File: src/rtl/idll_pkg.sv
// Shared types, codes and defaults for the indexed doubly linked list cursor.
package idll_pkg;

	localparam int NODES_DEF        = 16;
	localparam int PAYLOAD_BITS_DEF = 32;
	localparam int STATUS_W         = 3;

	typedef enum logic [2:0] {
		OP_INS_BEFORE = 3'd0,
		OP_INS_AFTER  = 3'd1,
		OP_REMOVE     = 3'd2,
		OP_FORWARD    = 3'd3,
		OP_BACKWARD   = 3'd4,
		OP_TO_HEAD    = 3'd5,
		OP_TO_TAIL    = 3'd6,
		OP_READ       = 3'd7
	} op_t;

	typedef enum logic [STATUS_W-1:0] {
		ST_SUCCESS  = 3'd0,
		ST_FULL     = 3'd1,
		ST_END      = 3'd2,
		ST_START    = 3'd3,
		ST_EMPTY    = 3'd4,
		ST_NO_CUR   = 3'd5
	} status_t;

	// controller to datapath
	typedef struct packed {
		logic accept;   // latch request, fetch links and payload at the cursor
		logic exec;     // finish a non-insert request
		logic full;     // finish an insert that found no room
		logic search;   // examine one slot for a free entry
		logic link1;    // write the new node's own links
		logic link2;    // patch neighbors and pointers, finish the insert
	} idll_cmd_t;

	// datapath to controller
	typedef struct packed {
		logic is_ins;   // latched request is an insert
		logic room;     // node count below the limit
		logic hit;      // slot under the search pointer is free
		logic last;     // search is on its final slot
	} idll_flags_t;

endpackage

File: src/rtl/idll_dpath.sv
// Datapath: link and payload memories, list pointers, free-slot search, result register.
module idll_dpath import idll_pkg::*; #(
	parameter int NODES        = NODES_DEF,
	parameter int PAYLOAD_BITS = PAYLOAD_BITS_DEF,
	localparam int IW          = $clog2(NODES + 1)
) (
	input  logic                    clk,
	input  logic                    arst_n,
	input  logic                    cfg_we,
	input  logic [IW-1:0]           cfg_wdata,
	input  logic [2:0]              op,
	input  logic [PAYLOAD_BITS-1:0] data_in,
	input  idll_cmd_t               cmd,
	output idll_flags_t             flags,
	output logic [STATUS_W-1:0]     status,
	output logic [IW-1:0]           node_index,
	output logic [PAYLOAD_BITS-1:0] data_out,
	output logic                    done
);

	localparam logic [IW-1:0] ZERO_W  = '0;
	localparam logic [IW-1:0] ONE_W   = IW'(1);
	localparam logic [IW-1:0] NODES_W = IW'(NODES);

	logic [IW-1:0]           nxt_mem [NODES+1];
	logic [IW-1:0]           prv_mem [NODES+1];
	logic [PAYLOAD_BITS-1:0] pay_mem [NODES+1];

	logic [IW-1:0]           nxt_rd_q, prv_rd_q;
	logic [PAYLOAD_BITS-1:0] pay_rd_q;

	logic [IW-1:0] head_q, tail_q, cur_q, used_q, sptr_q, limit_q, nw_q, cnt_q;
	logic [NODES:0] valid_q;
	op_t            op_q;
	logic [PAYLOAD_BITS-1:0] data_q;

	logic [STATUS_W-1:0]     status_q;
	logic [IW-1:0]           idx_q;
	logic [PAYLOAD_BITS-1:0] dout_q;
	logic                    done_q;

	logic [IW-1:0] lim, sptr_adv, c, p, n;
	logic          ins_front;
	logic          nxt_we, prv_we;
	logic [IW-1:0] nxt_wa, nxt_wd, prv_wa, prv_wd;
	logic [IW-1:0] cur_x;
	status_t       st_x;
	logic [IW-1:0] idx_x;
	logic [PAYLOAD_BITS-1:0] dout_x;
	logic          in_ins;

	assign c         = cur_q;
	assign p         = prv_rd_q;
	assign n         = nxt_rd_q;
	assign ins_front = (op_q == OP_INS_BEFORE);
	assign in_ins    = (op_t'(op) == OP_INS_BEFORE) || (op_t'(op) == OP_INS_AFTER);

	always_comb begin
		if (limit_q == ZERO_W) begin
			lim = ONE_W;
		end else if (limit_q > NODES_W) begin
			lim = NODES_W;
		end else begin
			lim = limit_q;
		end
	end

	assign sptr_adv = (sptr_q >= lim) ? ONE_W : sptr_q + ONE_W;

	assign flags.is_ins = (op_q == OP_INS_BEFORE) || (op_q == OP_INS_AFTER);
	assign flags.room   = (used_q < lim);
	assign flags.hit    = ~valid_q[sptr_q];
	assign flags.last   = (cnt_q == ONE_W);

	// link memory write ports
	always_comb begin
		nxt_we = 1'b0;
		nxt_wa = nw_q;
		nxt_wd = ZERO_W;
		prv_we = 1'b0;
		prv_wa = nw_q;
		prv_wd = ZERO_W;
		if (cmd.link1) begin
			nxt_we = 1'b1;
			prv_we = 1'b1;
			if (c == ZERO_W) begin
				if (head_q != ZERO_W) begin
					if (ins_front) begin
						nxt_wd = head_q;
					end else begin
						prv_wd = tail_q;
					end
				end
			end else if (ins_front) begin
				nxt_wd = c;
				prv_wd = p;
			end else begin
				nxt_wd = n;
				prv_wd = c;
			end
		end else if (cmd.link2) begin
			nxt_wd = nw_q;
			prv_wd = nw_q;
			if (c == ZERO_W) begin
				if (head_q != ZERO_W) begin
					if (ins_front) begin
						prv_we = 1'b1;
						prv_wa = head_q;
					end else begin
						nxt_we = 1'b1;
						nxt_wa = tail_q;
					end
				end
			end else if (ins_front) begin
				prv_we = 1'b1;
				prv_wa = c;
				nxt_we = (p != ZERO_W);
				nxt_wa = p;
			end else begin
				nxt_we = 1'b1;
				nxt_wa = c;
				prv_we = (n != ZERO_W);
				prv_wa = n;
			end
		end else if (cmd.exec && op_q == OP_REMOVE && c != ZERO_W) begin
			// unlink the node under the cursor
			nxt_we = (p != ZERO_W);
			nxt_wa = p;
			nxt_wd = n;
			prv_we = (n != ZERO_W);
			prv_wa = n;
			prv_wd = p;
		end
	end

	// result and new cursor of a non-insert request
	always_comb begin
		cur_x  = c;
		st_x   = ST_SUCCESS;
		dout_x = '0;
		case (op_q)
			OP_REMOVE, OP_READ: begin
				if (c == ZERO_W) begin
					st_x = ST_NO_CUR;
				end else begin
					dout_x = pay_rd_q;
					if (op_q == OP_REMOVE) begin
						cur_x = (n != ZERO_W) ? n : p;
					end
				end
			end
			OP_FORWARD: begin
				cur_x = (c == ZERO_W) ? head_q : n;
				if (cur_x == ZERO_W) st_x = ST_END;
			end
			OP_BACKWARD: begin
				cur_x = (c == ZERO_W) ? tail_q : p;
				if (cur_x == ZERO_W) st_x = ST_START;
			end
			OP_TO_HEAD: begin
				cur_x = head_q;
				if (cur_x == ZERO_W) st_x = ST_EMPTY;
			end
			OP_TO_TAIL: begin
				cur_x = tail_q;
				if (cur_x == ZERO_W) st_x = ST_EMPTY;
			end
			default: begin
				cur_x = c;
			end
		endcase
		idx_x = cur_x;
	end

	always_ff @(posedge clk) begin
		if (nxt_we) nxt_mem[nxt_wa] <= nxt_wd;
		if (prv_we) prv_mem[prv_wa] <= prv_wd;
		if (cmd.link2) pay_mem[nw_q] <= data_q;
		if (cmd.accept) begin
			nxt_rd_q <= nxt_mem[cur_q];
			prv_rd_q <= prv_mem[cur_q];
			pay_rd_q <= pay_mem[cur_q];
			op_q     <= op_t'(op);
			data_q   <= data_in;
			cnt_q    <= lim;
		end
		if (cmd.search) begin
			cnt_q <= cnt_q - ONE_W;
			if (flags.hit) nw_q <= sptr_q;
		end
		if (cmd.exec) begin
			status_q <= st_x;
			idx_q    <= idx_x;
			dout_q   <= dout_x;
		end else if (cmd.full) begin
			status_q <= ST_FULL;
			idx_q    <= c;
			dout_q   <= '0;
		end else if (cmd.link2) begin
			status_q <= ST_SUCCESS;
			idx_q    <= nw_q;
			dout_q   <= '0;
		end
	end

	always_ff @(posedge clk or negedge arst_n) begin
		if (!arst_n) begin
			head_q  <= ZERO_W;
			tail_q  <= ZERO_W;
			cur_q   <= ZERO_W;
			used_q  <= ZERO_W;
			sptr_q  <= ONE_W;
			limit_q <= NODES_W;
			valid_q <= '0;
			done_q  <= 1'b0;
		end else begin
			done_q <= cmd.exec | cmd.full | cmd.link2;
			if (cfg_we) limit_q <= cfg_wdata;
			if (cmd.accept && in_ins && used_q < lim &&
			    (sptr_q == ZERO_W || sptr_q > lim)) begin
				sptr_q <= ONE_W;
			end
			if (cmd.search) sptr_q <= sptr_adv;
			if (cmd.link2) begin
				valid_q[nw_q] <= 1'b1;
				used_q        <= used_q + ONE_W;
				if (c == ZERO_W) begin
					cur_q <= nw_q;
					if (head_q == ZERO_W) begin
						head_q <= nw_q;
						tail_q <= nw_q;
					end else if (ins_front) begin
						head_q <= nw_q;
					end else begin
						tail_q <= nw_q;
					end
				end else if (ins_front && p == ZERO_W) begin
					head_q <= nw_q;
				end else if (!ins_front && n == ZERO_W) begin
					tail_q <= nw_q;
				end
			end
			if (cmd.exec) begin
				cur_q <= cur_x;
				if (op_q == OP_REMOVE && c != ZERO_W) begin
					if (p == ZERO_W) head_q <= n;
					if (n == ZERO_W) tail_q <= p;
					valid_q[c] <= 1'b0;
					used_q     <= used_q - ONE_W;
				end
			end
		end
	end

	assign status     = status_q;
	assign node_index = idx_q;
	assign data_out   = dout_q;
	assign done       = done_q;

endmodule

File: src/rtl/idll_ctrl.sv
// Controller: sequences fetch, free-slot search and link writes for each request.
module idll_ctrl import idll_pkg::*; (
	input  logic        clk,
	input  logic        arst_n,
	input  logic        start,
	input  idll_flags_t flags,
	output idll_cmd_t   cmd,
	output logic        busy
);

	typedef enum logic [2:0] {
		S_IDLE,
		S_FETCH,
		S_SEARCH,
		S_LINK1,
		S_LINK2
	} state_t;

	state_t state_q, state_d;
	logic   busy_q;

	always_comb begin
		cmd     = '0;
		state_d = state_q;
		case (state_q)
			S_IDLE: begin
				if (start) begin
					cmd.accept = 1'b1;
					state_d    = S_FETCH;
				end
			end
			S_FETCH: begin
				if (!flags.is_ins) begin
					cmd.exec = 1'b1;
					state_d  = S_IDLE;
				end else if (!flags.room) begin
					cmd.full = 1'b1;
					state_d  = S_IDLE;
				end else begin
					state_d = S_SEARCH;
				end
			end
			S_SEARCH: begin
				cmd.search = 1'b1;
				if (flags.hit) begin
					state_d = S_LINK1;
				end else if (flags.last) begin
					cmd.full = 1'b1;
					state_d  = S_IDLE;
				end
			end
			S_LINK1: begin
				cmd.link1 = 1'b1;
				state_d   = S_LINK2;
			end
			S_LINK2: begin
				cmd.link2 = 1'b1;
				state_d   = S_IDLE;
			end
			default: begin
				state_d = S_IDLE;
			end
		endcase
	end

	always_ff @(posedge clk or negedge arst_n) begin
		if (!arst_n) begin
			state_q <= S_IDLE;
			busy_q  <= 1'b0;
		end else begin
			state_q <= state_d;
			busy_q  <= (state_d != S_IDLE);
		end
	end

	assign busy = busy_q;

endmodule

File: src/rtl/indexed_doubly_linked_list_cursor.sv
// Top level of the indexed doubly linked list with one cursor.
// Usage: drive op and data_in with start high; the request is taken at a rising
//   edge where busy is low, and busy stays high until the request is done.
//   Each request yields one result on status, node_index and data_out, shown
//   for exactly one cycle with done high. The receiver cannot stall: sample the
//   result on that cycle. busy drops in the cycle done rises, so the next
//   request can be taken at the edge that ends the result cycle.
// Sequence: remove, read, step and jump finish from the fetch state. Insert
//   adds a round-robin free-slot search that examines between 1 and limit
//   slots, one valid bit per cycle; the LINK1 and LINK2 states then write the
//   new node's links and patch its neighbors, since each link memory has one
//   write port. A full list answers from the fetch state without a search, an
//   exhausted search after examining limit slots.
// Configuration: cfg_we/cfg_wdata write the node limit; write only while busy
//   is low and no result is pending.
// Reset: arst_n clears the list: empty, null cursor, search pointer at slot 1,
//   limit at the built capacity. Link and payload memories are not cleared.
module indexed_doubly_linked_list_cursor import idll_pkg::*; #(
	parameter int NODES        = NODES_DEF,
	parameter int PAYLOAD_BITS = PAYLOAD_BITS_DEF,
	localparam int IW          = $clog2(NODES + 1)
) (
	input  logic                    clk,
	input  logic                    arst_n,
	input  logic                    start,
	output logic                    busy,
	input  logic [2:0]              op,
	input  logic [PAYLOAD_BITS-1:0] data_in,
	input  logic                    cfg_we,
	input  logic [IW-1:0]           cfg_wdata,
	output logic                    done,
	output logic [STATUS_W-1:0]     status,
	output logic [IW-1:0]           node_index,
	output logic [PAYLOAD_BITS-1:0] data_out
);

	idll_cmd_t   cmd;
	idll_flags_t flags;

	// sequence each request: fetch, search, link, finish
	idll_ctrl u_ctrl (
		.clk    (clk),
		.arst_n (arst_n),
		.start  (start),
		.flags  (flags),
		.cmd    (cmd),
		.busy   (busy)
	);

	// hold the list state and drive the result register
	idll_dpath #(
		.NODES        (NODES),
		.PAYLOAD_BITS (PAYLOAD_BITS)
	) u_dpath (
		.clk        (clk),
		.arst_n     (arst_n),
		.cfg_we     (cfg_we),
		.cfg_wdata  (cfg_wdata),
		.op         (op),
		.data_in    (data_in),
		.cmd        (cmd),
		.flags      (flags),
		.status     (status),
		.node_index (node_index),
		.data_out   (data_out),
		.done       (done)
	);

endmodule

File: config.mk
export PLATFORM = sky130hd
export DESIGN_NAME = indexed_doubly_linked_list_cursor
export DESIGN_NICKNAME = d
export VERILOG_FILES = /design/src/rtl/idll_pkg.sv /design/src/rtl/idll_dpath.sv /design/src/rtl/idll_ctrl.sv /design/src/rtl/indexed_doubly_linked_list_cursor.sv
export SDC_FILE = /design/constraint.sdc
export NUM_CORES = 1
export LEC_CHECK = 0
export BUFFER_PORTS_ARGS = -buffer_cell sky130_fd_sc_hd__buf_2
export CAP_MARGIN = 25
export CELL_PAD_IN_SITES_DETAIL_PLACEMENT = 1
export CELL_PAD_IN_SITES_GLOBAL_PLACEMENT = 1
export CORE_UTILIZATION = 35
export CTS_CLUSTER_SIZE = 12
export DETAILED_ROUTE_END_ITERATION = 16
export PLACE_DENSITY = 0.63
export SLEW_MARGIN = 20
export SYNTH_ARGS = -nofsm -noshare
export SYNTH_HDL_FRONTEND = slang
export SYNTH_SLANG_ARGS = --single-unit
File: constraint.sdc
create_clock -name clk -period 3.9 [get_ports clk]
set_clock_uncertainty 0.2 [all_clocks]
set_input_delay 1.17 -clock clk [delete_from_list [all_inputs] [get_ports clk]]
set_output_delay 1.17 -clock clk [all_outputs]
set_load 0.02 [all_outputs]
**Word-level counts from Yosys, hierarchy flattened**

Memory sizes are Yosys's and may differ from the RTL's. A register that Yosys moved wholly into a read port is not among the register bits.
Cells that the tools add are included.

- Multiplexer cells: 126
- Bitwise gates (word level): 6
- $lt $le $gt $ge: 9
- Add/subtract/negate cells: 4
- Reduce and logical (&&, ||, !) cells: 39
- Equality and inequality tests: 13

Operators by type and width:

| kind | number |
|---|---|
| $mux 5 | 64 |
| $mux 32 | 5 |
| $mux 17 | 3 |
| $logic_not 5->1 | 9 |
| $mux 1 | 34 |
| $mux 3 | 9 |
| $pmux 5 s5 | 1 |
| $reduce_bool 5->1 | 4 |
| $lt 5x6->1 const B | 3 |
| $and 17x17->17 | 1 |
| $not 17->17 | 1 |
| $or 17x17->17 | 1 |
| $eq 3x3->1 const B | 5 |
| $pmux 3 s5 | 1 |
| $eq 3x2->1 const B | 4 |
| $pmux 3 s4 | 1 |
| $add 5x1->5 const B | 2 |
| $demux 1 s5 | 2 |
| $ge 5x1->1 const B | 2 |
| $logic_and 1x1->1 | 10 |
| $sub 5x1->5 const B | 2 |
| $eq 3x1->1 const B | 3 |
| $logic_not 3->1 | 3 |
| $mux 2 | 4 |
| 15 further kinds | 23 |

- Input bits: 44
- Memories kept: 3
- Bits in writable memories: 714
- Bits in registers: 137

Memory list:

| memory | depth | width | read ports | clocked after memory_dff | write ports | line | source |
|---|---|---|---|---|---|---|---|
| u_dpath.pay_mem | 17 | 32 | 1 | 1 | 1 | idll_dpath.sv:27 | `logic [PAYLOAD_BITS-1:0] pay_mem [NODES+1];` |
| u_dpath.nxt_mem | 17 | 5 | 1 | 1 | 1 | idll_dpath.sv:25 | `logic [IW-1:0] nxt_mem [NODES+1];` |
| u_dpath.prv_mem | 17 | 5 | 1 | 1 | 1 | idll_dpath.sv:26 | `logic [IW-1:0] prv_mem [NODES+1];` |

**Depth between registers and ports, before layout**

- Word-level depth: 11
- Gate-level depth with buffers: 11
- Depth with buffers taken out: 11

**Modules after synthesis**

Synthesis repeated with hierarchy kept, for this count alone.

- Cells, all modules: 1886
- Area, all modules: 35947.0 um^2

By module, submodules not included:

| module | area an instance (um^2) | times used | cells each |
|---|---|---|---|
| idll_dpath | 35688.0 | 1 | 1861 |
| idll_ctrl | 259.0 | 1 | 25 |

**Worst setup path before layout**

Ideal clock, no wire load.

- Kind: reg2reg
- From: register u_dpath.limit_q[4]
- To: register u_dpath.dout_q[0], in the netlist u_dpath.data_out[0], enable pin
- Library setup time: 0.634 ns
- Cell stages (with the launch flop): 11
- Path buffers: 1
- Slack: -0.098 ns
- Arrival time: 3.164 ns
- Clock period less this slack: 3.998 ns
- Data required time: 3.066 ns
- Path through: dfstp_2 > inv_1 > nand2_1 > ha_1 > a21o_1 > a221o_1 > a31oi_1 > nor2b_1 > a21oi_1 > clkbuf_1 > nand3_1

- Word-level cells in the longest chain between the ends: 8

Ends and longest elaborated chain:

| element | line | source |
|---|---|---|
| from (decl) | idll_dpath.sv:32 | `logic [IW-1:0] head_q, tail_q, cur_q, used_q, sptr_q, limit_q, nw_q, cnt_q;` |
| from (signal assigned) | idll_dpath.sv:218 | `if (cfg_we) limit_q <= cfg_wdata;` |
| $gt 5x5->1 | idll_dpath.sv:61 | `end else if (limit_q > NODES_W) begin` |
| $mux 5 | idll_dpath.sv:61 |  |
| $mux 5 * | idll_dpath.sv:59 | `if (limit_q == ZERO_W) begin` |
| $lt 5x5->1 * | idll_dpath.sv:71 | `assign flags.room = (used_q < lim);` |
| $mux 1 * | idll_ctrl.sv:36 | `end else if (!flags.room) begin` |
| $mux 1 * | idll_ctrl.sv:33 | `if (!flags.is_ins) begin` |
| $pmux 1 s2 * | idll_ctrl.sv:25 | `case (state_q)` |
| $reduce_bool 3->1 (no line) * | - |  |
| to (signal assigned) | idll_dpath.sv:194 | `dout_q <= dout_x;` |
| to (decl) | idll_dpath.sv:39 | `logic [PAYLOAD_BITS-1:0] dout_q;` |

Mark *: on every way between the ends. The rest lies on a longest branch, timed or not.
A chain may end at the register's enable or synchronous reset.

**Worst setup path in the final report**

- From: register u_dpath.op_q[2]
- To: memory u_dpath.nxt_mem[4][3] (netlist bit), enable pin

- Word-level cells in the longest chain between the ends: 11

Ends and longest elaborated chain:

| element | line | source |
|---|---|---|
| from (decl) | idll_dpath.sv:34 | `op_t op_q;` |
| from (signal assigned) | idll_dpath.sv:183 | `op_q <= op_t'(op);` |
| $eq 3x1->1 / $logic_not 3->1 (equally long branches) | idll_dpath.sv:70, idll_dpath.sv:55 |  |
| $logic_or 1x1->1 | idll_dpath.sv:70 | `assign flags.is_ins = (op_q == OP_INS_BEFORE) \|\| (op_q == OP_INS_AFTER);` |
| $mux 1 | idll_ctrl.sv:33 |  |
| $mux 1 | idll_ctrl.sv:25 |  |
| $logic_and 1x1->1 (2 in a row) | idll_dpath.sv:125 | `end else if (cmd.exec && op_q == OP_REMOVE && c != ZERO_W) begin` |
| $mux 1 | idll_dpath.sv:125 |  |
| $mux 1 | idll_dpath.sv:101 | `end else if (cmd.link2) begin` |
| $mux 1 | idll_dpath.sv:83 | `if (cmd.link1) begin` |
| $mux 1 | idll_dpath.sv:176 | `if (nxt_we) nxt_mem[nxt_wa] <= nxt_wd;` |
| $mux 1 (not written as such) | idll_dpath.sv:176 |  |
| to (decl) | idll_dpath.sv:25 |  |

Several ways; a longest one is shown, not always the timed one.

==> impl_results.md <==
* Status: complete, no violations
* Post-synthesis sequential area ratio at 74.4%
* Residual DRC at 0
* Worst-path fanout max at 9
* Grt ovf at 0
* Total track usage at 18.0%
* Cell area after synthesis at 35700 sq um
* Die Ht at 321 microns
* Buf/Inv on CP at 2
* DR WL/cell at 25.7 microns
* Synth area leaders: edfxtp_1 (71%), mux4_2 (11%), dfrtp_1 (3.5%), nand2_1 (1.9%), a21oi_1 (1.6%)
* Final Slew Violations at 0
* Yosys top cell by area: edfxtp_1
* Number of cells on the worst reg-to-reg path at 9
* Hold slack at 0.281 ns
* Max-cap violations at 0
* WP data arrival at 3.69 ns
* Hold Crit Endpoint: u_dpath.valid_q[0]$_DFF_PN0_
* Most numerous cell in the Yosys netlist: edfxtp_1
* RSZ-0062 raised after global routing: no
* # rows at 116
* Core area at 101000 sq um
* Nets at 2235
* Multiplexer area fraction after synthesis at 11.5%
* Register area at 26600 sq um
* Nature of the critical path endpoint: register
* Synth unique cells at 79
* Area growth syn-to-layout at 15.2%
* Simple-Gate Fraction of Synth Area at 5.51%
* Footprint of the multi-input gates at 8730 sq um
* Worst Path Class, Setup: reg -> reg
* Top cell type's share of synthesized area at 70.8%
* Final Hold Viols at 0
* Initial Utilization at 35.5%
* Worst Setup SP: u_dpath.op_q[2]$_DFFE_PP_
* Sink Count at 893
* Global-route wire length before repair at 138000 microns
* Count of flip-flops with a built-in enable after synthesis at 841
* Largest net degree at the start of global routing at 113
* H-tree depth at 3
* 1st-pass router iterations at 7
* Layout cell share with drive strength beyond 1 at 23.4%
* Finish-stage setup viols at 0
* Mean Syn Cell Area at 17.6 sq um
* Slowest-stage cell, CP: edfxtp_1
* Fill cells at 9849
* Finished Layout Cells at 3591
* Tcrit/Tclk final at 92.5%
* Startpoint Class: register
* Place WS at 0.353 ns
* Worst vdd ir at 0.366 mV
* Most numerous cell on the critical path: buf_4
* Setup tns final at 0 ns
* Num CTS Buffers at 92
* Post-route setup slack at 0.294 ns
* Hold_buf cts at 0
* Hold depth at 1
* Final std cell area, no fill at 41100 sq um
* Clk_lat worst skew at 0.65 ns
* DRT Wirelength at 92300 microns
* Resize count post-CTS at 0
* Die area at 103000 sq um
* Reg2Reg Setup Slack at 0.29 ns
* Port Buffers at 85
* Net Count, Synth at 2081
* Combinational family with the most area after synthesis: multiplexers
* Post-DP HPWL at 55900 microns
* P per Cell Area at 696 nW/um^2
* Die X at 321 microns
* DP Cell Count at 3438
* I/O pin count at 86
* Period minus WS final at 3.61 ns
* CTS Buffer Depth at 3
* Main synth FF type: edfxtp_1
* Required time worst endpoint at 3.98 ns
* Fmax at 277 MHz
* XOR/XNOR Fraction of Synth Area at 0.172%
* CTS tree: done
* Hold path start: u_dpath.valid_q[0]$_DFF_PN0_
* Slew HR at 34.5%
* RD Place Congestion at 0.920
* Clock Tree Root: clkbuf_16
* FF-to-FF End: u_dpath.nxt_mem[4][3]$_DFFE_PP_
* Synth async-reset ratio at 5.82%
* Measured slew at the worst slew-check pin at 0.982 ns
* Yosys Warn Count at 0
* Worst r2r src: u_dpath.op_q[2]$_DFFE_PP_
* Synthesized instance count at 2022
* Vias in the first global route at 20600
* Top cells by count, synth: edfxtp_1 (841), nand2_1 (180), mux4_2 (168)
* Compound-Gate Fraction of Synth Area at 6.32%
* Worst path top cell family by delay: simple AND/OR/NAND/NOR gates
* Worst-path cell chain: buf_4, or3b_1, a211oi_2, buf_4, nor2_4, o2bb2ai_1, a21oi_2, nand3b_1, nor2_1
* Initial antenna violation count at 3
* Drt initial violations at 1388
* CP max stage delay at 0.51 ns
* CTS clock-pin slew for the worst setup and hold paths at 0.06 ns
* Routed Antenna Nets at 0
* Adder-cell share of the synthesized area at 0.526%
* #FFs+latches synth at 893
* Vias at 19200
* Post-CTS setup buffer count at 0
* Vias per cell at 5.36
* Hold Path Class: reg -> reg
* Static leakage at 13.3 nW
* DP Area at 38300 sq um
[layout by cell type, fill, tap and decap left out, types with 8 or more instances in the layout]
cell	instances
edfxtp_1	841
nand2_1	180
mux4_2	168
a21oi_1	116
clkbuf_16	96
o21ai_0	87
nor2_1	85
buf_2	85
buf_4	78
a22oi_1	60
dfrtp_1	45
and2_1	38
nand3_1	24
mux2i_1	24
nor2_4	20
clkbuf_1	20
clkinv_1	17
ha_1	15
inv_1	13
a31oi_1	12
buf_12	11
clkinv_2	9
nand3b_1	8
nor2b_1	8
a22o_1	8
mux2_2	8
[final cells by class]
cell class	count	area share, %
Clock inverter	34	0.685
Antenna cell	2	0.0122
Inverter	15	0.143
Tap cell	1357	4.13
Clock buffer	116	6.03
Timing Repair Buffer	175	3.06
Sequential cell	893	64.7
Multi-Input combinational cell	999	21.3
[through the flow]
stage / power, W / utilization (%)
2_1_floorplan: 0.0178 / -
3_3_place_gp: 0.0205 / 38.1
3_5_place_dp: 0.0207 / 38.1
4_1_cts: 0.0289 / 40.8
5_1_grt: 0.0298 / 40.8
6_report: 0.0286 / 40.8
[layer usage]
layer  part of all wire, %  routed length [microns]  global-route usage [%]
met5                     0                        0                       0
met3                   4.2                     3890                    2.58
met2                    48                    44700                    29.6
met4                   2.3                     2100                    4.58
met1                    45                    41700                    25.1
[cell families after synthesis]
family | count (synthesis)
AOI/OAI and AO/OA | 355
xor gates and xnor gates | 7
adders and majority gates | 15
buffers and inverters | 130
DFF | 893
muxes | 200
and+or+nand+nor | 422
[sequential cells by signal (all words and copies together) (netlist names), 17 cells and up]
| name | cells |
|---|---|
| u_dpath.valid_q | 17 |
| u_dpath.nxt_mem | 85 |
| u_dpath.data_out | 32 |
| u_dpath.data_q | 32 |
| u_dpath.pay_mem | 544 |
| u_dpath.prv_mem | 85 |
| u_dpath.pay_rd_q | 32 |
[power by group]
group / internal (W) / switching [W] / leakage, nW
Sequential: 0.0120 / 0.000975 / 8.32
Combinational: 0.00285 / 0.00461 / 3.66
Clock: 0.00460 / 0.00356 / 1.33
[worst max-delay path by stage]
stage | slack (ns) | cells past startpoint | to
final | 0.29 | 9 | u_dpath.nxt_mem[4][3]$_DFFE_PP_
after global routing | 0.16 | 8 | u_dpath.nxt_mem[3][2]$_DFFE_PP_
after CTS | 0.32 | 9 | u_dpath.nxt_mem[12][4]$_DFFE_PP_
after detailed placement | 0.35 | 9 | u_dpath.nxt_mem[12][4]$_DFFE_PP_
after global placement | 0.47 | 9 | u_dpath.nxt_mem[12][0]$_DFFE_PP_
after floorplan | 0.14 | 5 | u_dpath.sptr_q[0]$_DFFE_PN1P_
Power figures use the tool's default switching activity.
